File: src/sss_pkg.sv
// ----------------------------------------------------------------------------
// sss_pkg
// Shared types and constants for the sample set statistics block.
// ----------------------------------------------------------------------------
package sss_pkg;

  localparam int MAX_SAMPLES_DEF = 1024;
  localparam int SAMPLE_BITS_DEF = 24;

  // Fixed port widths
  localparam int SAMPLE_W = 24;
  localparam int COUNT_W  = 11;
  localparam int MEAN_W   = 32;
  localparam int MEDIAN_W = 25;
  localparam int STD_W    = 32;

  localparam int MEAN_FRAC = 8;   // fraction bits of the mean
  localparam int VAR_FRAC  = 16;  // fraction bits of the variance (root halves it)
  localparam int ROOT_IN_W = 64;  // width fed to the square root unit

  typedef enum logic [3:0] {
    ST_LOAD,
    ST_SELECT,
    ST_MEAN,
    ST_MUL_SQ,
    ST_MUL_SS,
    ST_MUL_NN,
    ST_VAR_DIV,
    ST_ROOT,
    ST_EMIT
  } state_t;

  typedef struct packed {
    logic busy;
    logic done;
  } unit_sts_t;

endpackage

File: src/sss_sqrt.sv
// ----------------------------------------------------------------------------
// sss_sqrt
// Digit-by-digit integer square root, one root bit per cycle.
// ----------------------------------------------------------------------------
module sss_sqrt #(
  parameter int VW = sss_pkg::ROOT_IN_W
) (
  input  logic               clk,
  input  logic               rst_n,
  input  logic               start,
  input  logic [VW-1:0]      v,
  output sss_pkg::unit_sts_t sts,
  output logic [VW/2-1:0]    root
);

  localparam int RW  = VW / 2;
  localparam int CNW = $clog2(RW + 1);

  logic           busy_r, done_r;
  logic [CNW-1:0] cnt_r;
  logic [VW-1:0]  v_r;
  logic [RW+1:0]  rem_r;
  logic [RW-1:0]  root_r;
  logic [RW+3:0]  rem_sh, trial, diff;
  logic           ge;

  assign rem_sh = {rem_r, v_r[VW-1:VW-2]};
  assign trial  = {2'b00, root_r, 2'b01};
  assign ge     = rem_sh >= trial;
  assign diff   = rem_sh - trial;

  always_ff @(posedge clk) begin
    if (!rst_n) begin
      busy_r <= 1'b0;
      done_r <= 1'b0;
    end else begin
      done_r <= 1'b0;
      if (start) begin
        busy_r <= 1'b1;
        v_r    <= v;
        rem_r  <= '0;
        root_r <= '0;
        cnt_r  <= CNW'(RW);
      end else if (busy_r) begin
        rem_r  <= ge ? diff[RW+1:0] : rem_sh[RW+1:0];
        root_r <= {root_r[RW-2:0], ge};
        v_r    <= v_r << 2;
        cnt_r  <= cnt_r - 1'b1;
        if (cnt_r == CNW'(1)) begin
          busy_r <= 1'b0;
          done_r <= 1'b1;
        end
      end
    end
  end

  assign sts.busy = busy_r;
  assign sts.done = done_r;
  assign root     = root_r;

endmodule

File: config.mk
export PLATFORM = sky130hd
export DESIGN_NAME = sss_sqrt
export DESIGN_NICKNAME = d
export VERILOG_FILES = /design/src/sss_pkg.sv /design/src/sss_sqrt.sv
export SDC_FILE = /design/constraint.sdc
export NUM_CORES = 1
export LEC_CHECK = 0
export BUFFER_PORTS_ARGS = -buffer_cell sky130_fd_sc_hd__buf_2
export CORE_ASPECT_RATIO = 1.1
export CORE_UTILIZATION = 58
export DETAILED_ROUTE_END_ITERATION = 10
export GPL_TIMING_DRIVEN = 0
export MAX_ROUTING_LAYER = met4
export PLACE_DENSITY = 0.8
export SLEW_MARGIN = 15
export SYNTH_ARGS = -nofsm -noshare
export SYNTH_HDL_FRONTEND = slang
export SYNTH_SLANG_ARGS = --single-unit
File: constraint.sdc
create_clock -name clk -period 7.1 [get_ports clk]
set_input_delay 1.42 -clock clk [delete_from_list [all_inputs] [get_ports clk]]
set_output_delay 1.42 -clock clk [all_outputs]
set_load 0.03 [all_outputs]
==> impl_metrics.toml <==
[clocking]
worst_skew_pair.late_latency_ps = 430
cts-root-buf = "sky130_fd_sc_hd__clkbuf_16"
postCtsHoldBufs = 0
clkSlewWorstSetupHoldPaths_ps = 60
clock_path_buffers = 2
clock_tree_from_tritoncts = "built"
numCtsBuffers = 17
htree_num_levels = 4
ctsResizeCount = 0
buffer_count_from_post_cts_setup_fixing = 0
cts.sinks = 138

[timing]
fin_tns_setup_ps = 0
achievable-frequency_ghz = 0.286
setup_viol = 0
fin_worst_skew_ps = 11.5
timing.final.crit_period_ps = 3490
timing.slew.headroom_pct = 48.6
rsz0062_at_grt = "no"
slew_violations = 0
final_min_period_over_clock_period_pct = 49.2
final.setup.worst_slack_ps = 3610
tightestPinTransition_ps = 771
hold_viol = 0

[route]
drc = 6
wl_met3_mm = 1.12
initialDrtViolationCount = 321
routed-via-count = 5565
vias_per_cell = 5.93
detail_route.wirelength_mm = 17.7
met1_length_mm = 7.52
drt-wirelength-per-cell_um = 18.8
drtAntennaViolNets = 0
drt_first_pass_iters = 8
dr.max_layer_used = "met4"
wl_met2_mm = 8.64

[synth]
synth_adder_area_share_pct = 5.85
synth_edf_count = 136
synth.mux.area_fraction_pct = 10.8
netlist_instances = 649
synth_cell_type_count = 65
synth-seq-cells = 138
synth_top_family_by_area = "compound AO/OA/AOI/OAI gates"
synth_top_area_cell = "sky130_fd_sc_hd__edfxtp_1"
ys_dominant_reg_cell = "sky130_fd_sc_hd__edfxtp_1"
synth_largest_type_area_fraction_pct = 53.0
top_cells_by_area_synth = "sky130_fd_sc_hd__edfxtp_1 53%, sky130_fd_sc_hd__mux2_2 9.2%, sky130_fd_sc_hd__ha_1 5.8%"
synth_xor_xnor_area_share_pct = 3.41
synth.cells.most_frequent = "136 x sky130_fd_sc_hd__edfxtp_1, 74 x sky130_fd_sc_hd__nor2_1, 63 x sky130_fd_sc_hd__mux2_2"
synth_compound_area_share_pct = 11.1
synth.cell_area_um2 = 7700
synthMostInstantiatedCell = "sky130_fd_sc_hd__edfxtp_1"
synth.avg_cell_area_um2 = 11.9
synth.net_count = 752
post_synthesis_simple_gate_area_fraction_pct = 11.0
sequential_to_total_area_share_from_yosys_stat_pct = 53.5
proportion_of_synthesized_flip_flops_having_asynchronous_set_or_reset_pct = 0
ys_warn_count = 0

[placement]
detailedPlace.worstSlack_ps = 3200
io_buffers = 99
gpl.final_weighted_congestion = 0.949
hpwl_mm = 12.5

[setup_path]
worstPathBufferInverterCount = 0
path_delay_family = "simple AND/OR/NAND/NOR gates"
end_kind = "flip-flop"
crit_path_max_fanout = 8
crit_path_category = "reg -> reg"
timing.critical_path.slowest_stage_cell = "sky130_fd_sc_hd__nor4b_1"
delay_of_the_slowest_cell_on_the_worst_path_ps = 630
crit_path_cell_trace = "ha_1 > o21ai_0 > nor4b_1 > nor2_1 > a21oi_2 > nand2_4 > and3_1 > or4_1"
timing.critical_path.from_type = "flip-flop"
worst_ep_required_time_ps = 7270
critPathArrivalTime_ps = 3660

[hold_path]
timing.hold.worst.class = "reg -> reg"

[cells_and_area]
antennaDiodeCount = 0
flow.area_growth_from_synthesis_pct = 17.0
post_route_cells_drive_above_1_share_pct = 27.9
design.final.nets = 872

[die]
core_region_area_um2 = 12800
floorplan.die.height_um = 123
die_width_um = 112
initial_core_util_pct = 60.2
placement_rows = 43
floorplan.io_pins = 101
die_area_um2 = 13700

[run_status]
failed_checks = "design-rule violations"
outcome = "finished, violations left"

[global_route]
global_route.usage.total_pct = 27.9
first_pass_grt_wire_length_mm = 27.9
pin_count_of_the_biggest_net_entering_global_routing = 58
gr-total-overflow = 0
initial_antenna_violation_count = 0
grt_pass1_vias = 5567

[pwr]
ir_drop_mv = 0.188
power.total_uw = 2460
power-per-cell-area_nw_per_um2 = 273
power.leakage_uw = 0.00366

[flow_run]
maxCapViolations = 0
-- per-layer routing --
| layer | global-route usage (%) | vias to the layer above |
|---|---|---|
| met3 | 7.36 | 34 |
| met1 | 33.8 | 2698 |
| met2 | 44.9 | 187 |
| met4 | 10.7 | 0 |
| met5 | - | - |
| li1 | - | 2646 |
-- state kept, by name (all words and copies together) (netlist names) --
signal and count:
root 32, rem_r 34, v_r 64, done_r 1, busy_r 1, cnt_r 6
-- path summary, 6_finish.rpt --
check	start	to	slack, ps	cells past startpoint
worst max-delay path	rem_r[30]$_SDFFCE_PP0P_	rem_r[33]$_SDFFCE_PP0P_	3610	8
worst max register to register	rem_r[30]$_SDFFCE_PP0P_	rem_r[33]$_SDFFCE_PP0P_	3610	8
worst min register to register	busy_r$_SDFF_PN0_	done_r$_SDFF_PP0_	530	1
worst min-delay path	busy_r$_SDFF_PN0_	done_r$_SDFF_PP0_	530	1
-- placed cells by master, fill, tap and decap left out, types with 17 or more instances in the layout --
cell type	instances
sky130_fd_sc_hd__mux2_2	63
sky130_fd_sc_hd__clkbuf_1	20
sky130_fd_sc_hd__a21oi_1	35
sky130_fd_sc_hd__ha_1	36
sky130_fd_sc_hd__inv_1	48
sky130_fd_sc_hd__o21ai_0	19
sky130_fd_sc_hd__clkbuf_16	17
sky130_fd_sc_hd__buf_2	106
sky130_fd_sc_hd__nand2_1	26
sky130_fd_sc_hd__nor2_1	74
sky130_fd_sc_hd__edfxtp_1	136
sky130_fd_sc_hd__xnor2_1	19
-- cell type report --
type | instances | area, µm²
flip-flops and latches | 138 | 4120
fillers | 930 | 3790
multi-input cells | 433 | 3260
repair buffers | 101 | 543
clock buffers | 20 | 437
well taps | 157 | 196
inverters | 48 | 180
plain buffers | 30 | 151
clock inverters | 12 | 124
-- report_power, final --
part           internal, µW  total (µW)  switching, µW
registers               986        1020           29.9
logic                   239         586            347
clock network           514         859            345
-- metrics by stage --
step / cell area (µm²) / cells / util, % / hold WS, ps
2_1_floorplan: 7700 / 649 / - / 475
3_3_place_gp: 8400 / 905 / 65.6 / 481
3_5_place_dp: 8450 / 907 / 66.0 / 518
4_1_cts: 9010 / 939 / 70.4 / 527
5_1_grt: 9010 / 939 / 70.4 / 544
6_report: 9010 / 939 / 70.4 / 527
-- kinds of logic after synthesis --
| kind of cell | after synthesis |
|---|---|
| and+or+nand+nor | 171 |
| DFF | 138 |
| muxes | 75 |
| adders and majority gates | 36 |
| xor gates and xnor gates | 30 |
| buffers and inverters | 78 |
| AOI/OAI and AO/OA | 121 |
Power figures use the tool's default switching activity.
