`config.mk`:
```
export PLATFORM = sky130hd
export DESIGN_NAME = sss_div
export DESIGN_NICKNAME = d
export VERILOG_FILES = /design/src/sss_pkg.sv /design/src/sss_div.sv
export SDC_FILE = /design/constraint.sdc
export NUM_CORES = 1
export LEC_CHECK = 0
export ABC_AREA = 1
export BUFFER_PORTS_ARGS = -buffer_cell sky130_fd_sc_hd__clkbuf_2
export CAP_MARGIN = 25
export CORE_UTILIZATION = 40
export DETAILED_ROUTE_END_ITERATION = 7
export GPL_TIMING_DRIVEN = 0
export PLACE_DENSITY = 0.64
export SETUP_SLACK_MARGIN = 0.02
export SLEW_MARGIN = 10
export SYNTH_ARGS = -nofsm -noshare
export SYNTH_HDL_FRONTEND = slang
export SYNTH_SLANG_ARGS = --single-unit
```
`constraint.sdc`:
```
create_clock -name clk -period 13.7 [get_ports clk]
set_clock_uncertainty 0.05 [all_clocks]
set_input_delay 2.055 -clock clk [delete_from_list [all_inputs] [get_ports clk]]
set_output_delay 2.055 -clock clk [all_outputs]
set_load 0.03 [all_outputs]
```
`src/sss_pkg.sv`:
```
// ----------------------------------------------------------------------------
// sss_pkg
// Shared types and constants for the sample set statistics block.
// ----------------------------------------------------------------------------
package sss_pkg;

  localparam int MAX_SAMPLES_DEF = 1024;
  localparam int SAMPLE_BITS_DEF = 24;

  // Fixed port widths
  localparam int SAMPLE_W = 24;
  localparam int COUNT_W  = 11;
  localparam int MEAN_W   = 32;
  localparam int MEDIAN_W = 25;
  localparam int STD_W    = 32;

  localparam int MEAN_FRAC = 8;   // fraction bits of the mean
  localparam int VAR_FRAC  = 16;  // fraction bits of the variance (root halves it)
  localparam int ROOT_IN_W = 64;  // width fed to the square root unit

  typedef enum logic [3:0] {
    ST_LOAD,
    ST_SELECT,
    ST_MEAN,
    ST_MUL_SQ,
    ST_MUL_SS,
    ST_MUL_NN,
    ST_VAR_DIV,
    ST_ROOT,
    ST_EMIT
  } state_t;

  typedef struct packed {
    logic busy;
    logic done;
  } unit_sts_t;

endpackage

```
`src/sss_div.sv`:
```
// ----------------------------------------------------------------------------
// sss_div
// Restoring divider, one quotient bit per cycle.
// ----------------------------------------------------------------------------
module sss_div #(
  parameter int NW = 110,
  parameter int DW = 22
) (
  input  logic               clk,
  input  logic               rst_n,
  input  logic               start,
  input  logic [NW-1:0]      num,
  input  logic [DW-1:0]      den,
  output sss_pkg::unit_sts_t sts,
  output logic [NW-1:0]      quo
);

  localparam int CNW = $clog2(NW + 1);

  logic           busy_r, done_r;
  logic [CNW-1:0] cnt_r;
  logic [NW-1:0]  num_r;
  logic [DW-1:0]  rem_r, den_r;
  logic [DW:0]    rem_sh, diff;
  logic           ge;

  assign rem_sh = {rem_r, num_r[NW-1]};
  assign ge     = rem_sh >= {1'b0, den_r};
  assign diff   = rem_sh - {1'b0, den_r};

  always_ff @(posedge clk) begin
    if (!rst_n) begin
      busy_r <= 1'b0;
      done_r <= 1'b0;
    end else begin
      done_r <= 1'b0;
      if (start) begin
        busy_r <= 1'b1;
        num_r  <= num;
        den_r  <= den;
        rem_r  <= '0;
        cnt_r  <= CNW'(NW);
      end else if (busy_r) begin
        rem_r <= ge ? diff[DW-1:0] : rem_sh[DW-1:0];
        num_r <= {num_r[NW-2:0], ge};
        cnt_r <= cnt_r - 1'b1;
        if (cnt_r == CNW'(1)) begin
          busy_r <= 1'b0;
          done_r <= 1'b1;
        end
      end
    end
  end

  assign sts.busy = busy_r;
  assign sts.done = done_r;
  assign quo      = num_r;

endmodule

```
==> results of run 1 <==
-- worst paths after layout --
check / endpoint / slack [ns] / depth (start not counted)
setup / recovery: quo[25]$_DFFE_PP_ / 10.38 / 5
hold / removal: quo[28]$_DFFE_PP_ / 0.49 / 2
setup reg to reg: rem_r[16]$_SDFFCE_PP0P_ / 11.34 / 14
hold reg to reg: quo[28]$_DFFE_PP_ / 0.49 / 2
-- cells by family after synthesis --
| group | after synthesis |
|---|---|
| AO/OA/AOI/OAI | 34 |
| XOR/XNOR | 10 |
| adder cells (fa/ha/maj) | 25 |
| buffers and inverters | 141 |
| flip-flops | 163 |
| AND/OR/NAND/NOR | 630 |
-- state kept, by name, summed over array words and instances, names as in the netlist --
signal / count
quo: 110
den_r: 22
rem_r: 22
cnt_r: 7
busy_r: 1
done_r: 1
-- Yosys cell counts --
| cell | instances | area [sq um] |
|---|---|---|
| nor2_1 | 58 | 217.7 |
| xnor2_1 | 1 | 8.760 |
| inv_4 | 1 | 6.260 |
| nand2_1 | 505 | 1896 |
| nand3_1 | 28 | 140.1 |
| nor2_2 | 14 | 87.58 |
| or2_2 | 1 | 6.260 |
| nand3b_1 | 6 | 45.04 |
| a21oi_1 | 15 | 75.07 |
| ha_1 | 24 | 300.3 |
| nor4_1 | 1 | 6.260 |
| clkbuf_1 | 26 | 97.59 |
| o21bai_1 | 15 | 112.6 |
| and2_1 | 2 | 12.51 |
| o21a_1 | 1 | 7.510 |
| inv_1 | 105 | 394.1 |
| nand4_1 | 3 | 18.77 |
| nand2_2 | 6 | 37.54 |
| a21oi_2 | 1 | 8.760 |
| nor3_1 | 5 | 25.02 |
| nand4_4 | 1 | 21.27 |
| dfxtp_1 | 2 | 40.04 |
| xor2_1 | 9 | 78.83 |
| fa_1 | 1 | 20.02 |
| buf_4 | 2 | 15.01 |
| inv_2 | 2 | 7.510 |
| o21ai_0 | 2 | 10.01 |
| edfxtp_1 | 161 | 4835 |
| buf_1 | 2 | 7.510 |
| buf_6 | 3 | 33.78 |
-- per-stage QoR --
step | hold WS, ns | cell area (sq um) | power, mW | std cells
2_1_floorplan | 0.3943 | 8572 | 0.9019 | 1003
3_3_place_gp | 0.4055 | 10140 | 1.011 | 1523
3_5_place_dp | 0.4796 | 10200 | 1.011 | 1525
4_1_cts | 0.4927 | 10830 | 1.524 | 1556
5_1_grt | 0.5087 | 10860 | 1.588 | 1558
6_report | 0.4872 | 10860 | 1.513 | 1559
-- metal layers --
layer | up-vias | share of wire | global-route usage
met5 | - | 0 | 0
met4 | 0 | 0.017 | 0.06546
met3 | 27 | 0.074 | 0.07454
met2 | 183 | 0.51 | 0.3819
met1 | 3274 | 0.40 | 0.2502
li1 | 3703 | - | -
-- layout by cell type, fill, tap and decap left out, types with 15 or more instances in the layout --
cell type	synthesis	final
nand3_1	28	28
edfxtp_1	161	161
clkbuf_16	0	17
o21bai_1	15	15
inv_1	105	105
a21oi_1	15	15
nand2_1	505	504
clkbuf_2	0	245
ha_1	24	24
nor2_1	58	58
clkbuf_1	26	26
-- power by group through the flow --
stage	registers, mW	logic (mW)	clock network (mW)
after floorplan	0.702	0.200	0
after global placement	0.653	0.358	0
after detailed placement	0.645	0.366	0
after CTS	0.636	0.367	0.522
after global routing	0.641	0.408	0.539
final	0.635	0.364	0.513
-- area by class of cell --
type                            instances  area (sq um)  area share
Sequential cell                       163          4875      0.4489
Multi-Input combinational cell        699          3143      0.2894
Timing Repair Buffer                  248          1309      0.1205
Clock buffer                           17         425.4     0.03917
Inverter                              108         407.9     0.03756
Tap cell                              275         344.1     0.03169
Clock inverter                         14         196.4     0.01809
Buffer                                 33         153.9     0.01417
Antenna cell                            2         5.005   0.0004609
-- critical path, cell delays in order --
cell and delay, ns:
clkbuf_1 0.27, clkbuf_1 0.57, clkbuf_1 0.45, nand2_1 0.12
nand2_1 0.09
==> PnR_summary.wiki, run 1 <==
{| class="wikitable"
! Metric !! Value
|-
| Share of synthesized area occupied by flip-flops and latches || 0.5687
|-
| Startpoint of the worst setup timing path || start
|-
| Detailed Routing Iterations Pass 1 || 5
|-
| Clock transition time at the flip-flop clock pins of the worst setup and hold paths || 0.07 ns
|-
| Fraction of layout instances using a drive strength above 1 || 0.2426
|-
| Post-synthesis adder-cell area fraction || 0.03737
|-
| Count of cells resized by post-cts repair || 0
|-
| Switch Pwr || 0.4893 mW
|-
| CP Data Required Time || 13.95 ns
|-
| Maximum clock rate || 301.5 MHz
|-
| Share of the synthesized netlist area taken by xor and xnor gates || 0.01022
|-
| Hold path start || quo[27]$_DFFE_PP_
|-
| Relative contribution of combinational cells to total power || 0.241
|-
| Element type at the critical path end || register
|-
| Io pins || 247
|-
| Max-slew headroom at the worst pin || 0.5478
|-
| Drc violations || 0
|-
| Number of synthesis warnings || 0
|-
| Standard-cell row count || 53
|-
| Net count of the mapped netlist || 1163
|-
| Type of the worst min-delay path || register to register
|-
| Transition time at the pin with the least slew margin || 0.6783 ns
|-
| Mean Syn Cell Area || ~8.5 sq um
|-
| Clock share of power || 0.339
|-
| Die Ht || 148.4 microns
|-
| First-pass GRT wire length || 36530 microns
|-
| Initial core utilization || 0.4078
|-
| Final-stage net count || 1430
|-
| Vias per inst || 4.610
|-
| Setup TNS after final layout || 0 ns
|-
| Antenna violations before repair || 2
|-
| Sink count of the clock tree || 163
|-
| Pre-CTS setup slack || 9.847 ns
|-
| Dominant combinational cell family by area after synthesis || simple AND/OR/NAND/NOR gates
|-
| Post-DP HPWL || 18040 microns
|-
| Synthesis-to-layout area growth || 26.68%
|-
| Die X || 148.4 microns
|-
| Internal Dissipation || 1.023 mW
|-
| Mux share of post-synthesis cell area || 0
|-
| Max-cap check violation count || 0
|-
| Global placer's final weighted congestion || 0.9265
|-
| Synthesized-area fraction occupied by and/or/nand/nor cells || 0.2932
|-
| Cell at the root of the clock tree || clkbuf_16
|-
| TritonCTS clock tree || built
|-
| Share of the clock period used by the worst path || 0.2421
|-
| RSZ-0062 raised after global routing || no
|-
| Critical Path Source Type || primary input
|-
| Fraction of the mapped netlist area in compound gates || 0.02496
|-
| Power density over the cells || 139.3 nW/um^2
|-
| Number of vias in the routed layout || 7187
|-
| Status || complete, no violations
|-
| Critical path class || primary input to register
|-
| Clk_lat worst skew || 0.43 ns
|-
| Final max-slew violation count || 0
|-
| Layout Utilization || 0.5166
|-
| Data arrival time of the worst path || 3.57 ns
|-
| Total die area || about 22000 sq um
|-
| Maximum number of pins on one net before global-route repair || 57
|-
| Number of violations reported at the end of detailed-routing iteration 0 || 403
|-
| Static leakage || 5.498 nW
|-
| Final hold viol count || 0
|-
| Worst VDD drop || 74.69 uV
|-
| Post-CTS setup buffer count || 0
|-
| Sum of routed wire length over all layers || 23520 microns
|-
| Fill cell instance count of the final layout || 2066
|-
| Area of the placeable core || 21020 sq um
|-
| Syn Inst Count || 1003
|-
| Switching share of power || 0.3234
|-
| Port buffer count || between 200 and 250
|-
| Final antenna-violating net count || 0
|-
| Max Root-Sink Buffers || 2
|-
| Vias in the first global route || 7059
|-
| Final-report setup violation count || 0
|-
| Hold buffers post-CTS || 0
|-
| Post-synthesis cell type count || 30
|-
| Wire length per cell || 15.08 microns
|-
| Fraction of power consumed by sequential logic || 0.420
|-
| CP Max Fanout || 10
|-
| Yosys reg bits || between 150 and 200
|-
| Final worst slack || 10.38 ns
|-
| Tot GR Track Use || 0.2180
|-
| Leftover overflow at the end of global routing || 0
|-
| Mapped cell area || 8572 sq um
|-
| Worst reg2reg startpoint || quo[109]$_DFFE_PP_
|-
| Number of buffers inserted during clock tree synthesis || 17
|-
| Clock H-tree levels || 4
|-
| Time the final worst path needs with I/O delays and setup || 3.317 ns
|}
Note: power is estimated with default switching activity, not from simulation.
==> run 2: changes to the inputs <==
--- a/config.mk
+++ b/config.mk
@@ -5,13 +5,13 @@
 export SDC_FILE = /design/constraint.sdc
 export NUM_CORES = 1
 export LEC_CHECK = 0
-export ABC_AREA = 1
+export ABC_AREA = 0
 export BUFFER_PORTS_ARGS = -buffer_cell sky130_fd_sc_hd__clkbuf_2
 export CAP_MARGIN = 25
 export CORE_UTILIZATION = 40
 export DETAILED_ROUTE_END_ITERATION = 7
 export GPL_TIMING_DRIVEN = 0
-export PLACE_DENSITY = 0.64
+export PLACE_DENSITY = 0.67
 export SETUP_SLACK_MARGIN = 0.02
 export SLEW_MARGIN = 10
 export SYNTH_ARGS = -nofsm -noshare
==> constraint.sdc (replaced) <==
create_clock -name clk -period 2.9 [get_ports clk]
set_clock_uncertainty 0.05 [all_clocks]
set_input_delay 0.435 -clock clk [delete_from_list [all_inputs] [get_ports clk]]
set_output_delay 0.435 -clock clk [all_outputs]
set_load 0.03 [all_outputs]
==> run 2 against run 1 <==
Against the previous run:
- critical endpoint is now rem_r[16]$_SDFFCE_PP0P_
- worst setup slack got worse by 10 ns
- via count decreased by 21%
- hold slack got worse by 0.36 ns
- routed wire length decreased by 14%
- area after synthesis decreased by 5.8%
- flip-flop and latch count unchanged
- clock power increased to 4.4 times the previous value
- register-to-register slack got worse by 11 ns
- combinational power increased to 3.6 times the previous value
- sequential share of layout area increased by 2.2 points
- total power increased to 4.3 times the previous value
- synthesized cell count decreased by 42%
==> PnR_summary.wiki, run 2 <==
{| class="wikitable"
! Metric !! Value
|-
| Buffers plus inverters on the worst setup path || 2 (was 3)
|-
| Startpoint of the worst setup timing path || quo[109]$_DFFE_PP_ (was start)
|-
| Final antenna-violating net count || 0 (unchanged)
|-
| Maximum clock rate || 370.0 MHz
|-
| Max-cap check violation count || 0 (unchanged)
|-
| Final worst slack || 0.1970 ns (was 10.38 ns)
|-
| Layout Utilization || 0.5262 (was 0.5166)
|-
| Sum of routed wire length over all layers || 20220 microns (was 23520 microns)
|-
| Overall power of the completed layout || 6.452 mW (was 1.513 mW)
|-
| Clock transition time at the flip-flop clock pins of the worst setup and hold paths || 0.07 ns (about the same)
|-
| Net count of the mapped netlist || 745 (was 1163)
|-
| Maximum number of pins on one net before global-route repair || 53 (was 57)
|-
| Die Ht || 144.1 microns (was 148.4 microns)
|-
| Worst reg2reg startpoint || quo[109]$_DFFE_PP_ (unchanged)
|-
| Number of violations reported at the end of detailed-routing iteration 0 || 345 (was 403)
|-
| Static leakage || 4.288 nW (was 5.498 nW)
|-
| Leading post-synthesis cells by instance count || edfxtp_1 (161), mux2_2 (111), a21oi_1 (32) (was nand2_1 (505), edfxtp_1 (161), inv_1 (105))
|-
| Number of enable-type register cells in the synthesized netlist || 161 (unchanged)
|-
| CP Data Required Time || 3.00 ns (was 13.95 ns)
|-
| Mapped cell area || 8074 sq um (was 8572 sq um)
|-
| Syn Inst Count || 585 (was 1003)
|-
| Time the final worst path needs with I/O delays and setup || 2.703 ns
|-
| Dominant synthesized flop cell || edfxtp_1 (unchanged)
|-
| Number of buffers inserted during clock tree synthesis || 17 (unchanged)
|-
| Vias per inst || 5.022 (was 4.610)
|-
| Total die area || 20760 sq um (was 22020 sq um)
|-
| Vias in the first global route || 5742 (was 7059)
|-
| CP Max Fanout || 3 (was 10)
|-
| Share of synthesized area occupied by flip-flops and latches || 0.6038 (was 0.5687)
|-
| Drc violations || 0 (unchanged)
|-
| Master of the slowest instance on the critical path || edfxtp_1 (was clkbuf_1)
|-
| Final-report setup violation count || 0 (unchanged)
|-
| Critical path class || register to register (was primary input to register)
|-
| Final antenna diode count || 0 (was 2)
|-
| Most frequent cells in the layout || clkbuf_2 (245), edfxtp_1 (161), mux2_2 (111), nand2_1 (29), a21oi_1 (28) (was nand2_1 (504), clkbuf_2 (245), edfxtp_1 (161), inv_1 (105), nor2_1 (58))
|-
| Hold path start || den[19] (was quo[27]$_DFFE_PP_)
|-
| Post-DP HPWL || 15030 microns (was 18040 microns)
|-
| Synth async-reset ratio || 0 (unchanged)
|-
| Port buffer count || 245 (unchanged)
|-
| Tot GR Track Use || 0.1996 (was 0.2180)
|-
| Number of synthesis warnings || 0 (unchanged)
|-
| Sink count of the clock tree || 163 (unchanged)
|-
| Clock H-tree levels || 4 (unchanged)
|-
| Element type at the critical path end || register (unchanged)
|-
| Power density over the cells || 623.9 nW/um^2 (was 139.3 nW/um^2)
|-
| Hold buffers post-CTS || 0 (unchanged)
|-
| Most common cell after layout, fill and taps aside || clkbuf_2 (was nand2_1)
|-
| Fraction of layout instances using a drive strength above 1 || 0.4826 (was 0.2426)
|-
| Global placer's final weighted congestion || 0.8636 (was 0.9265)
|-
| Die X || 144.1 microns (was 148.4 microns)
|-
| Status || complete, no violations (unchanged)
|-
| Max FFs per register || 110 (unchanged)
|-
| Wire length per cell || 17.94 microns (was 15.08 microns)
|-
| TritonCTS clock tree || built (unchanged)
|-
| Cell accounting for the most synthesized area || edfxtp_1 (unchanged)
|-
| Final-stage net count || 1009 (was 1430)
|-
| Antenna violations before repair || 1 (was 2)
|-
| Cell at the root of the clock tree || clkbuf_16 (unchanged)
|-
| Final hold viol count || 0 (unchanged)
|-
| Detailed Routing Iterations Pass 1 || 6 (was 5)
|-
| Number of vias in the routed layout || 5660 (was 7187)
|-
| Cells along the critical path || inv_1 > ha_1 > inv_1 > fa_1 > a21o_1 > a21oi_2 > o21ai_1 > nand3_1 > mux2_2 > nand3_1 > a21oi_1 (was clkbuf_1 > clkbuf_1 > clkbuf_1 > nand2_1 > nand2_1)
|-
| Clk_lat worst skew || 0.44 ns (was 0.43 ns)
|-
| Dominant cells by area after synthesis || edfxtp_1 (60%), mux2_2 (15%), ha_1 (3.7%), a21oi_1 (2.0%), mux2i_1 (1.6%) (was edfxtp_1 (56%), nand2_1 (22%), inv_1 (4.6%), ha_1 (3.5%), nor2_1 (2.5%))
|-
| Io pins || 247 (unchanged)
|-
| Share of the clock period used by the worst path || 0.9321
|-
| Setup TNS after final layout || 0 ns (unchanged)
|-
| Fraction of post-synthesis cell area in the top cell type by area || 0.5988 (was 0.5640)
|-
| Standard-cell row count || 51 (was 53)
|-
| Data arrival time of the worst path || 2.81 ns (was 3.57 ns)
|-
| Leftover overflow at the end of global routing || 0 (unchanged)
|-
| Max Root-Sink Buffers || 2 (unchanged)
|-
| Critical Path Source Type || register (was primary input)
|-
| RSZ-0062 raised after global routing || yes (was no)
|-
| Synthesis-to-layout area growth || 28.08% (was 26.68%)
|-
| Post-synthesis cell type count || 54 (was 30)
|-
| Type of the worst min-delay path || primary input to register (was register to register)
|-
| Yosys reg bits || 163 (unchanged)
|-
| Worst VDD drop || 353.4 uV (was 74.69 uV)
|-
| First-pass GRT wire length || 30480 microns (was 36530 microns)
|-
| Initial core utilization || 0.4108 (was 0.4078)
|-
| Pre-CTS setup slack || -0.2033 ns (was 9.847 ns)
|-
| Final max-slew violation count || 0 (unchanged)
|-
| Mean Syn Cell Area || 13.80 sq um (was 8.546 sq um)
|-
| Area of the placeable core || 19650 sq um (was 21020 sq um)
|-
| Max-slew headroom at the worst pin || 0.5363 (was 0.5478)
|-
| Transition time at the pin with the least slew margin || 0.6956 ns (was 0.6783 ns)
|-
| Delay of the slowest cell on the worst path || 0.43 ns (was 0.57 ns)
|-
| Largest delay share family, worst path || compound AO/OA/AOI/OAI gates (was buffers and inverters)
|-
| Most frequent cell after synthesis || edfxtp_1 (was nand2_1)
|}
## run 2: metal layers
layer,GRT usage,vias to the layer above,share of wire
li1,-,2738,-
met1,0.2162,2746,0.38
met2,0.3494,155,0.52
met3,0.08477,19,0.077
met4,0.06551,2,0.015
met5,0,-,0.00069
## run 2: power breakdown
group	switching [mW]	total [mW]	leakage, nW	internal, mW
registers	0.0851	2.90	1.55	2.81
clock network	1.09	2.25	0.285	1.16
logic	0.772	1.31	2.46	0.535
## run 2: path summary, 6_finish.rpt
path	end	slack [ns]	depth (start not counted)
setup / recovery	rem_r[16]$_SDFFCE_PP0P_	0.20	11
hold reg to reg	done_r$_SDFF_PP0_	0.43	2
hold / removal	den_r[19]$_DFFE_PP_	0.13	1
setup reg to reg	rem_r[16]$_SDFFCE_PP0P_	0.20	11
## run 2: cells by family after synthesis
| group | count (synthesis) | share of synthesized area |
|---|---|---|
| buf+inv | 58 | 0.03099 |
| flops | 163 | 0.6038 |
| fa+ha+maj | 25 | 0.03967 |
| mux | 124 | 0.1709 |
| xor+xnor | 17 | 0.01844 |
| simple gates | 114 | 0.06973 |
| compound gates | 84 | 0.06648 |
## run 2: timing repair
item / in CTS / in global routing
resized for setup: 1 / 11
endpoints found under the setup margin: 1 / 17
pin swaps: 0 / 3
setup buffers: 0 / 1
cloned: 0 / 0
## run 2: cell type report
class	instances	area (sq um)
plain buffers	26	132.6
clock inverters	15	165.2
multi-input cells	364	3003
fillers	1795	9313
well taps	265	331.6
clock buffers	17	425.4
flip-flops and latches	163	4875
repair buffers	249	1304
inverters	28	105.1
## run 2: through the flow
step           area (sq um)  cells  hold slack [ns]
6_report              10340   1127           0.1275
5_1_grt               10340   1127           0.1067
4_1_cts               10300   1130           0.1074
3_5_place_dp           9709   1098           0.4045
3_3_place_gp           9639   1095           0.4011
2_1_floorplan          8082    585           0.3888
