==> src/sss_pkg.sv <==
// ----------------------------------------------------------------------------
// sss_pkg
// Shared types and constants for the sample set statistics block.
// ----------------------------------------------------------------------------
package sss_pkg;

  localparam int MAX_SAMPLES_DEF = 1024;
  localparam int SAMPLE_BITS_DEF = 24;

  // Fixed port widths
  localparam int SAMPLE_W = 24;
  localparam int COUNT_W  = 11;
  localparam int MEAN_W   = 32;
  localparam int MEDIAN_W = 25;
  localparam int STD_W    = 32;

  localparam int MEAN_FRAC = 8;   // fraction bits of the mean
  localparam int VAR_FRAC  = 16;  // fraction bits of the variance (root halves it)
  localparam int ROOT_IN_W = 64;  // width fed to the square root unit

  typedef enum logic [3:0] {
    ST_LOAD,
    ST_SELECT,
    ST_MEAN,
    ST_MUL_SQ,
    ST_MUL_SS,
    ST_MUL_NN,
    ST_VAR_DIV,
    ST_ROOT,
    ST_EMIT
  } state_t;

  typedef struct packed {
    logic busy;
    logic done;
  } unit_sts_t;

endpackage

==> src/sss_mul.sv <==
// ----------------------------------------------------------------------------
// sss_mul
// Shift-add multiplier, one multiplier bit per cycle.
// ----------------------------------------------------------------------------
module sss_mul #(
  parameter int AW_ = 59,
  parameter int BW_ = 35
) (
  input  logic               clk,
  input  logic               rst_n,
  input  logic               start,
  input  logic [AW_-1:0]     a,
  input  logic [BW_-1:0]     b,
  output sss_pkg::unit_sts_t sts,
  output logic [AW_+BW_-1:0] p
);

  localparam int PW = AW_ + BW_;
  localparam int NW = $clog2(BW_ + 1);

  logic          busy_r, done_r;
  logic [NW-1:0] cnt_r;
  logic [PW-1:0] a_r, p_r;
  logic [BW_-1:0] b_r;

  always_ff @(posedge clk) begin
    if (!rst_n) begin
      busy_r <= 1'b0;
      done_r <= 1'b0;
    end else begin
      done_r <= 1'b0;
      if (start) begin
        busy_r <= 1'b1;
        a_r    <= {{BW_{1'b0}}, a};
        b_r    <= b;
        p_r    <= '0;
        cnt_r  <= NW'(BW_);
      end else if (busy_r) begin
        if (b_r[0]) begin
          p_r <= p_r + a_r;
        end
        a_r   <= a_r << 1;
        b_r   <= b_r >> 1;
        cnt_r <= cnt_r - 1'b1;
        if (cnt_r == NW'(1)) begin
          busy_r <= 1'b0;
          done_r <= 1'b1;
        end
      end
    end
  end

  assign sts.busy = busy_r;
  assign sts.done = done_r;
  assign p        = p_r;

endmodule

==> config.mk <==
export PLATFORM = sky130hd
export DESIGN_NAME = sss_mul
export DESIGN_NICKNAME = d
export VERILOG_FILES = /design/src/sss_pkg.sv /design/src/sss_mul.sv
export SDC_FILE = /design/constraint.sdc
export NUM_CORES = 1
export LEC_CHECK = 0
export BUFFER_PORTS_ARGS = -buffer_cell sky130_fd_sc_hd__buf_4
export CAP_MARGIN = 30
export CORE_UTILIZATION = 45
export DETAILED_ROUTE_END_ITERATION = 7
export GPL_TIMING_DRIVEN = 0
export SYNTH_ARGS = -nofsm -noshare
export SYNTH_HDL_FRONTEND = slang
export SYNTH_SLANG_ARGS = --single-unit
==> constraint.sdc <==
create_clock -name clk -period 8.8 [get_ports clk]
set_input_delay 2.64 -clock clk [delete_from_list [all_inputs] [get_ports clk]]
set_output_delay 2.64 -clock clk [all_outputs]
set_load 0.05 [all_outputs]
==> results of run 1 <==
[path summary, 6_finish.rpt]
check / startpoint / end / slack [ns] / cells past startpoint
worst max register to register: p[0]$_SDFFCE_PP0P_ / p[88]$_SDFFCE_PP0P_ / 4.62 / 14
worst min register to register: busy_r$_SDFF_PN0_ / done_r$_SDFF_PP0_ / 0.52 / 1
worst max-delay path: start / p[38]$_SDFFCE_PP0P_ / 3.85 / 9
worst min-delay path: busy_r$_SDFF_PN0_ / done_r$_SDFF_PP0_ / 0.52 / 1
[worst max-delay path, stage by stage]
cell and delay, ns:
buf_4 0.11, clkbuf_8 0.16, clkbuf_1 0.44, buf_6 0.23, clkbuf_1 0.60, a21oi_1 0.16, nor2b_4 0.31, buf_12 0.26
buf_12 0.24
[sequential cells by signal, indices dropped and copies added, names as in the netlist]
name	cells
cnt_r	6
p	94
b_r	35
done_r	1
busy_r	1
a_r	94
[cell families (layout without fill, tap and decap cells)]
family / count (synthesis) / in the layout
DFF: 231 / 231
and+or+nand+nor: 451 / 451
AOI/OAI and AO/OA: 395 / 395
muxes: 93 / 93
buffers and inverters: 115 / 364
xor gates and xnor gates: 81 / 81
adders and majority gates: 96 / 96
[power by group]
group	switching (uW)	total, uW	internal [uW]
registers	55.2	1390	1330
clock network	475	1150	672
logic	678	1090	416
[per-layer routing]
| layer | vias to the layer above | part of all wire [%] |
|---|---|---|
| met2 | 341 | 45 |
| met4 | 0 | 2.5 |
| met3 | 56 | 5.5 |
| met5 | - | 0 |
| met1 | 5771 | 47 |
| li1 | 5890 | - |
[stage by stage]
step / power [uW] / cells / setup TNS, ns / setup WS (ns)
global placement: 2490 / 2096 / -276.82 / -2.96
detailed placement: 2500 / 2102 / 0 / 3.20
CTS: 3660 / 2153 / 0 / 3.78
finish: 3630 / 2153 / 0 / 3.85
global route: 3810 / 2153 / 0 / 3.65
floorplan: 2190 / 1462 / 0 / 0.668
[cells in the final DEF (no fill, tap or decap), types with 10 or more instances in the layout]
cell / count
o21bai_1: 27
nand2b_1: 10
nor2_1: 154
ha_1: 95
buf_4: 200
a21oi_1: 137
a31oi_1: 20
nor2b_1: 45
nand2_1: 106
nor3_1: 31
nand4_1: 39
inv_1: 34
o21ai_0: 72
o21a_1: 12
clkbuf_1: 56
xor2_1: 34
edfxtp_1: 229
clkbuf_16: 28
nand3_1: 16
a21o_1: 56
mux2_2: 92
xnor2_1: 47
[layout make-up]
type | instances | area share, %
clock inverter | 18 | 1.05
timing repair buffer | 198 | 8.60
multi-input combinational | 1116 | 42.2
tap | 442 | 3.03
clock buffer | 33 | 3.95
buffer | 79 | 2.46
inverter | 36 | 0.741
sequential | 231 | 37.9
==> results.md, run 1 <==
* Status: finished, final reports clean
* Worst skew pair latency at 0.57 ns
* Mux cell area share after synthesis at 6.90%
* Placed Area at 17300 um^2
* Finished Cell Area at ~18000 um^2
* Top-Level Pins at around 190
* Post-synthesis instance total at approximately 1500
* First drt pass iteration count at 5
* Total gr overflow at 0
* Worst slew pin tran at between 0.7 and 0.8 ns
* Initial antenna violation count at 0
* # fillers at 3058
* WL/cell at 19.0 um
* Post-DP HPWL at 31.8 mm
* Die height at 186 um
* Synth area leader: edfxtp_1
* Pleak at slightly above 0.007 uW
* Setup Buffers After CTS at 0
* Top_reg_cell synth: edfxtp_1
* Final Hold Viols at 0
* Largest net degree at the start of global routing at 52
* CTS Hold Bufs at 0
* Simple-Gate Fraction of Synth Area at between 10% and 20%
* Largest cells by area after synthesis: edfxtp_1 45%, ha_1 7.8%, mux2_2 6.8%, a21oi_1 4.5%, nor2_1 3.8%
* Worst hold slack at 0.524 ns
* Buffers added on ports at 192
* Max Slew Vio Count at 0
* Met3 Resource Use GR at ~3.1%
* Period utilisation layout at 56.2%
* N_diodes at 0
* Post-synth net total at roughly 1700
* Crit. End Element: flop
* Root buf cell: clkbuf_16
* Iter 0 DRT Violations at 920
* Clock tree sinks at 231
* Final WL at between 40 and 50 mm
* XOR/XNOR Fraction of Synth Area at 4.67%
* Syn avg cell area at 10.4 um^2
* Main combinational cell family by area after synthesis: compound AO/OA/AOI/OAI gates
* Share of cells above drive strength 1 at 23.3%
* Max Cap Viol at 0
* Top cells by count, synth: 229 x edfxtp_1, 154 x nor2_1, 137 x a21oi_1, 106 x nand2_1, 95 x ha_1
* Power Density at 199 nW/um^2
* Post-synth EDFFs at 229
* Count leader, synth: edfxtp_1
* Core Rows at 66
* TritonCTS Buffers at 28
* Avg Vias per Cell at 5.60
* Synth Area in Adders at 7.96%
* Unrepaired setup endpoints after global routing: false
* Class of the worst hold path: flop to flop
* Compound-gate portion of the synthesized area at between 10% and 20%
* CTS resizes at 0
* Fin util at a little under three fifths
* Worst path arrival time at 5.19 ns
* CTS H-Tree Depth at 1
* Seq. cell area at 6920 um^2
* Core ar. at 32900 um^2
* Met2 global-route usage at 37.1%
* FF+latch count, synth at 231
* Die Wd at between 150 and 200 um
* Vias in the first global route at about 12000
* Multi-input gate area at 7690 um^2
* Die footprint at 34500 um^2
* Worst Path Max Fanout at 30
* Setup violations, final at 0
* Yosys top cell area share at 45.3%
* Nets at 1883
* CP startpoint kind: input port
* ANT nets after route at 0
* Layout area overhead at 20.1%
* First-pass GRT wire length at about 64 mm
* Seq/Total Area, Yosys at 45.6%
* Yosys warns at 0
* Worst vdd ir at 0.000157 V
* Min cycle time layout at 4.95 ns
* Total GRT Usage at about a quarter
* TritonCTS clock tree: built
* Placer congestion estimate at 0.940
* Post-route DRC at 0
* Met1 Use GR at 34.4%
* Starting Density at 46.2%
* FFs w/ async S/R, synth at 0%
* Clock skew at approximately 0.026 ns
* Peak Freq at 202 MHz
* Clk buf depth at 3
* Worst slew margin at 48.3%
* CP required at 9.04 ns
* Setup CP Type: input port to flop
* Reg clk slew, reported paths at 0.06 ns
* Post-Synthesis Cell Area at 15200 um^2
* Top Usage Layer GRT: met2
* Unique masters post-synth at 85
* Via Count at approximately 12000
Note: power is estimated with default switching activity, not from simulation.
==> run 2, diff against run 1 <==
--- a/config.mk
+++ b/config.mk
@@ -10,6 +10,7 @@
 export CORE_UTILIZATION = 45
 export DETAILED_ROUTE_END_ITERATION = 7
 export GPL_TIMING_DRIVEN = 0
+export PLACE_DENSITY = 0.67
 export SYNTH_ARGS = -nofsm -noshare
 export SYNTH_HDL_FRONTEND = slang
 export SYNTH_SLANG_ARGS = --single-unit
==> constraint.sdc (replaced) <==
create_clock -name clk -period 4.4 [get_ports clk]
set_input_delay 1.32 -clock clk [delete_from_list [all_inputs] [get_ports clk]]
set_output_delay 1.32 -clock clk [all_outputs]
set_load 0.05 [all_outputs]
==> results.md, run 2 (synthesis results as in run 1) <==
* Status: finished, final reports clean (unchanged)
* Seq. cell area at 6920 um^2 (unchanged)
* TritonCTS clock tree: built (unchanged)
* Die footprint at 34500 um^2 (unchanged)
* Power Density at 404 nW/um^2 (was 199 nW/um^2)
* CTS resizes at 0 (unchanged)
* Final WL at 39.4 mm (was 40.9 mm)
* Overall power after layout at 7390 uW (was 3630 uW)
* Layout area overhead at 20.5% (was 20.1%)
* Multi-input gate area at 7690 um^2 (unchanged)
* Worst skew pair latency at 0.57 ns (about the same)
* Clock tree sinks at 231 (unchanged)
* Total gr overflow at 0 (unchanged)
* FF-to-FF End: p[88]$_SDFFCE_PP0P_ (unchanged)
* Largest net degree at the start of global routing at 55 (was 52)
* Psw at 2400 uW (was 1210 uW)
* Met1 WL at 18.2 mm (was 19.3 mm)
* Total GRT Usage at 22.8% (was 23.7%)
* Buffers added on ports at 192 (unchanged)
* Unrepaired setup endpoints after global routing: false (unchanged)
* Sw Ratio at 32.4% (was 33.3%)
* Placed Area at 17300 um^2 (unchanged)
* Peak Freq at 240 MHz
* # fillers at 3031 (was 3058)
* Placer congestion estimate at 0.940 (about the same)
* Worst vdd ir at 0.000342 V (was 0.000157 V)
* Class of the worst hold path: flop to flop (unchanged)
* Post-route DRC at 0 (unchanged)
* Top-Level Pins at 193 (unchanged)
* Core Rows at 66 (unchanged)
* CP startpoint kind: flop (was input port)
* Reg clk slew, reported paths at 0.06 ns (about the same)
* End of the critical path: p[88]$_SDFFCE_PP0P_ (was p[38]$_SDFFCE_PP0P_)
* TritonCTS Buffers at 29 (was 28)
* First-pass GRT wire length at 62.1 mm (was 64.0 mm)
* Max Cap Viol at 0 (unchanged)
* Root buf cell: clkbuf_16 (unchanged)
* Crit. End Element: flop (unchanged)
* Initial antenna violation count at 0 (unchanged)
* Met3 routed WL at 2.41 mm (was 2.26 mm)
* CP required at 4.70 ns (was 9.04 ns)
* Share of cells above drive strength 1 at 23.4% (was 23.3%)
* Top sig layer: met4 (unchanged)
* ANT nets after route at 0 (unchanged)
* CP startpoint: p[0]$_SDFFCE_PP0P_ (was start)
* Most frequent cells in the layout: 229 x edfxtp_1, 200 x buf_4, 154 x nor2_1 (unchanged)
* Clk buf depth at 3 (unchanged)
* Period utilisation layout at 94.6%
* R2R Setup Slk at 0.24 ns (was 4.62 ns)
* Iter 0 DRT Violations at 844 (was 920)
* Worst hold slack at 0.534 ns (was 0.524 ns)
* Met2 wire len at 17.7 mm (was 18.3 mm)
* Clk pwr share at 33.1% (was 31.6%)
* Finished Cell Area at 18300 um^2 (was 18200 um^2)
* CTS Hold Bufs at 0 (unchanged)
* Via Count at 12000 (was 12100)
* Die height at 186 um (unchanged)
* First drt pass iteration count at 5 (unchanged)
* CTS H-Tree Depth at 1 (unchanged)
* Post-DP HPWL at 30.4 mm (was 31.8 mm)
* Worst path arrival time at 4.46 ns (was 5.19 ns)
* Comb pwr share at 29.4% (was 30.2%)
* Avg Vias per Cell at 5.57 (was 5.60)
* Setup violations, final at 0 (unchanged)
* Die Wd at 186 um (unchanged)
* Setup CP Type: flop to flop (was input port to flop)
* Starting Density at 46.2% (unchanged)
* R2R depth at 14 (unchanged)
* Clock skew at 0.0165 ns (was 0.0256 ns)
* Sequential power share at 37.5% (was 38.2%)
* Vias in the first global route at 11800 (about the same)
* Worst R2R Start: p[0]$_SDFFCE_PP0P_ (unchanged)
* WL/cell at 18.3 um (was 19.0 um)
* Nets at 1884 (was 1883)
* Worst slew margin at 43.5% (was 48.3%)
* Min cycle time layout at 4.16 ns
* Setup Buffers After CTS at 0 (unchanged)
* Worst slew pin tran at 0.848 ns (was 0.775 ns)
* N_diodes at 0 (unchanged)
* Max Slew Vio Count at 0 (unchanged)
* Pleak at 0.00726 uW (was 0.00723 uW)
* Final Hold Viols at 0 (unchanged)
* Power Internal at 5000 uW (was 2420 uW)
* Worst Path Max Fanout at 7 (was 30)
* Core ar. at 32900 um^2 (unchanged)
* Commonest non-fill, non-tap cell in the layout: edfxtp_1 (unchanged)
* Fin util at 55.6% (was 55.5%)
run 2: cell types whose count changed in the layout (fill, tap and decap cells not counted), sizes merged:
cell,previous run,this run
inv,36,37
bufinv,3,5
clkinv,13,9
clkbuf,91,93
run 2: worst min-delay path by stage:
stage	from	end	slack (ns)	cells after the start
global route	busy_r$_SDFF_PN0_	done_r$_SDFF_PP0_	0.55	1
global placement	busy_r$_SDFF_PN0_	done_r$_SDFF_PP0_	0.51	1
floorplan	busy_r$_SDFF_PN0_	done_r$_SDFF_PP0_	0.49	1
finish	busy_r$_SDFF_PN0_	done_r$_SDFF_PP0_	0.53	1
detailed placement	busy_r$_SDFF_PN0_	done_r$_SDFF_PP0_	0.53	1
CTS	busy_r$_SDFF_PN0_	done_r$_SDFF_PP0_	0.54	1
run 2: power by group through the flow:
stage,Sequential (uW),Combinational (uW),Clock (uW)
CTS,2780,2170,2510
global placement,2830,2120,0
global route,2790,2390,2570
floorplan,3060,1320,0
detailed placement,2820,2160,0
finish,2770,2180,2440
run 2: metal layers:
layer | up-vias | global-route usage, %
li1 | 5872 | -
met1 | 5701 | 31.9
met2 | 361 | 36.2
met3 | 69 | 3.60
met4 | 0 | 7.25
met5 | - | 0
run 2: area by class of cell:
class	count	share of cell area (%)
Buffer	79	2.46
Clock buffer	35	4.09
Clock inverter	17	1.23
Inverter	36	0.739
Multi-Input combinational cell	1116	42.1
Sequential cell	231	37.8
Tap cell	442	3.02
Timing Repair Buffer	198	8.57
run 2: critical path: stages, from the launching register on:
cell and delay (ns):
edfxtp_1 0.36, ha_1 0.18, inv_1 0.06, fa_1 0.36, and2b_1 0.23, o21ai_2 0.07
a211oi_2 0.29, o31ai_2 0.15, a311oi_2 0.41, o21ai_2 0.17, o31a_1 0.36, o21ba_4 0.29
o41ai_4 0.58, nor3_1 0.10, a211o_1 0.27
run 2: through the flow:
| step | setup slack (ns) | TNS, ns | cells |
|---|---|---|---|
| finish | 0.236 | 0 | 2154 |
| global route | 0.0284 | 0 | 2154 |
| CTS | 0.253 | 0 | 2154 |
| detailed placement | 0.161 | 0 | 2102 |
| global placement | -1.51 | -249.17 | 2096 |
| floorplan | 0.431 | 0 | 1462 |
==> run 3, diff against run 2 <==
--- a/config.mk
+++ b/config.mk
@@ -11,6 +11,7 @@
 export DETAILED_ROUTE_END_ITERATION = 7
 export GPL_TIMING_DRIVEN = 0
 export PLACE_DENSITY = 0.67
+export RECOVER_POWER = 25
 export SYNTH_ARGS = -nofsm -noshare
 export SYNTH_HDL_FRONTEND = slang
 export SYNTH_SLANG_ARGS = --single-unit
==> results.md, run 3 (synthesis results as in run 1) <==
* Status: finished, final reports clean (unchanged)
* First drt pass iteration count at 5 (unchanged)
* Layout area overhead at 18.1% (was 20.5%)
* Total gr overflow at 0 (unchanged)
* Buf+Inv Stages, Crit Path at 1 (unchanged)
* Pre-CTS WS at 0.161 ns (unchanged)
* Clock tree sinks at 231 (unchanged)
* ANT nets after route at 0 (unchanged)
* TritonCTS Buffers at 29 (unchanged)
* Buffers added on ports at 192 (unchanged)
* Post-DP HPWL at 30.4 mm (unchanged)
* CTS resizes at 0 (unchanged)
* Final WL at 39.5 mm (was 39.4 mm)
* Period utilisation layout at 94.8% (was 94.6%)
* Comb pwr share at 28.8% (was 29.4%)
* Setup violations, final at 0 (unchanged)
* Die Wd at 186 um (unchanged)
* Avg Vias per Cell at 5.59 (was 5.57)
* CTS Hold Bufs at 0 (unchanged)
* Share of cells above drive strength 1 at 17.9% (was 23.4%)
* Sequential power share at 37.8% (was 37.5%)
* Worst vdd ir at 0.000340 V (was 0.000342 V)
* Family with the most delay on the worst path: compound AO/OA/AOI/OAI gates (unchanged)
* Max Cap Viol at 0 (unchanged)
* Multi-input gate area at 7690 um^2 (unchanged)
* Seq. cell area at 6920 um^2 (unchanged)
* Core ar. at 32900 um^2 (unchanged)
* Vias in the first global route at 11800 (unchanged)
* Final Hold Viols at 0 (unchanged)
* CP Cell Sequence: ha_1, inv_1, fa_1, and2b_1, o21ai_2, a211oi_2, o31ai_2, a311oi_2, o21ai_2, o31a_1, o21ba_4, o41ai_4, nor3_1, a211o_1 (unchanged)
* Psw at 2400 uW (about the same)
* Finished Cell Area at 17900 um^2 (was 18300 um^2)
* Power Density at 409 nW/um^2 (was 404 nW/um^2)
* Pleak at 0.00691 uW (was 0.00726 uW)
* Power Internal at 4930 uW (was 5000 uW)
* Clk buf depth at 3 (unchanged)
* Most frequent cell on the critical path: o21ai_2 (unchanged)
* Die footprint at 34500 um^2 (unchanged)
* First-pass GRT wire length at 62.1 mm (unchanged)
* WL/cell at 18.3 um (about the same)
* Commonest non-fill, non-tap cell in the layout: edfxtp_1 (unchanged)
* Worst Path Max Fanout at 7 (unchanged)
* Root buf cell: clkbuf_16 (unchanged)
* CP required at 4.70 ns (about the same)
* Max Slew Vio Count at 0 (unchanged)
* Min cycle time layout at 4.17 ns (was 4.16 ns)
* TritonCTS clock tree: built (unchanged)
* CTS H-Tree Depth at 1 (unchanged)
* Clk pwr share at 33.4% (was 33.1%)
* Starting Density at 46.2% (unchanged)
* Most frequent cells in the layout: 229 x edfxtp_1, 154 x nor2_1, 151 x clkbuf_1 (was 229 x edfxtp_1, 200 x buf_4, 154 x nor2_1)
* Top-Level Pins at 193 (unchanged)
* Sw Ratio at 32.7% (was 32.4%)
* Unrepaired setup endpoints after global routing: false (unchanged)
* # fillers at 3123 (was 3031)
* Reg clk slew, reported paths at 0.06 ns (about the same)
* Core Rows at 66 (unchanged)
* Largest net degree at the start of global routing at 55 (unchanged)
* Worst slew pin tran at 0.841 ns (was 0.848 ns)
* Worst Slack Setup Final at 0.228 ns (was 0.236 ns)
* Iter 0 DRT Violations at 861 (was 844)
* CP startpoint kind: flop (unchanged)
* Worst path max stage delay at 0.59 ns (was 0.58 ns)
* Class of the worst hold path: flop to flop (unchanged)
* Post-route DRC at 0 (unchanged)
* Total GRT Usage at 22.8% (unchanged)
* Setup Buffers After CTS at 0 (unchanged)
* Initial antenna violation count at 0 (unchanged)
* Die height at 186 um (unchanged)
* Placed Area at 17300 um^2 (unchanged)
* Worst skew pair latency at 0.57 ns (about the same)
* Peak Freq at 240 MHz (about the same)
* Slowest cell on the critical path: o41ai_4 (unchanged)
* Setup TNS Final at 0 ns (unchanged)
* Fin util at 54.6% (was 55.6%)
* Nets at 1884 (unchanged)
* N_diodes at 0 (unchanged)
* Clock skew at 0.0158 ns (was 0.0165 ns)
* Via Count at 12000 (about the same)
* Setup CP Type: flop to flop (unchanged)
* Worst slew margin at 43.9% (was 43.5%)
* Worst path arrival time at 4.47 ns (was 4.46 ns)
* Overall power after layout at 7330 uW (was 7390 uW)
* Crit. End Element: flop (unchanged)
* Placer congestion estimate at 0.940 (unchanged)
## run 3: changes by cell type in the layout (fill, tap and decap cells not counted)
cell	previous run	this run
buf_4	200	107
clkbuf_1	57	151
clkbuf_8	7	6
## run 3: through the flow
step | hold slack [ns] | instances
6_report | 0.534 | 2154
2_1_floorplan | 0.488 | 1462
3_3_place_gp | 0.513 | 2096
4_1_cts | 0.539 | 2154
3_5_place_dp | 0.530 | 2102
5_1_grt | 0.554 | 2154
## run 3: routing by layer
metal	track usage, %	wire [um]
met1	31.9	18500
met4	7.25	1160
met5	0	0
met3	3.60	2150
met2	36.2	17600
## run 3: path summary, 6_finish.rpt
path,from,to,slack [ns],cells past startpoint
max reg2reg,p[0]$_SDFFCE_PP0P_,p[88]$_SDFFCE_PP0P_,0.23,14
min,busy_r$_SDFF_PN0_,done_r$_SDFF_PP0_,0.53,1
max,p[0]$_SDFFCE_PP0P_,p[88]$_SDFFCE_PP0P_,0.23,14
min reg2reg,busy_r$_SDFF_PN0_,done_r$_SDFF_PP0_,0.53,1
## run 3: cell type report
type | instances | share of cell area, %
clock buffer | 35 | 4.17
multi-input combinational | 1116 | 42.9
timing repair buffer | 198 | 6.80
sequential | 231 | 38.6
buffer | 79 | 2.45
inverter | 36 | 0.754
clock inverter | 17 | 1.26
tap | 442 | 3.08
## run 3: power by group through the flow
stage / logic [uW] / registers [uW] / clock network [uW]
CTS: 2170 / 2780 / 2510
finish: 2110 / 2770 / 2450
global route: 2320 / 2790 / 2570
global placement: 2120 / 2830 / 0
floorplan: 1320 / 3060 / 0
detailed placement: 2160 / 2820 / 0
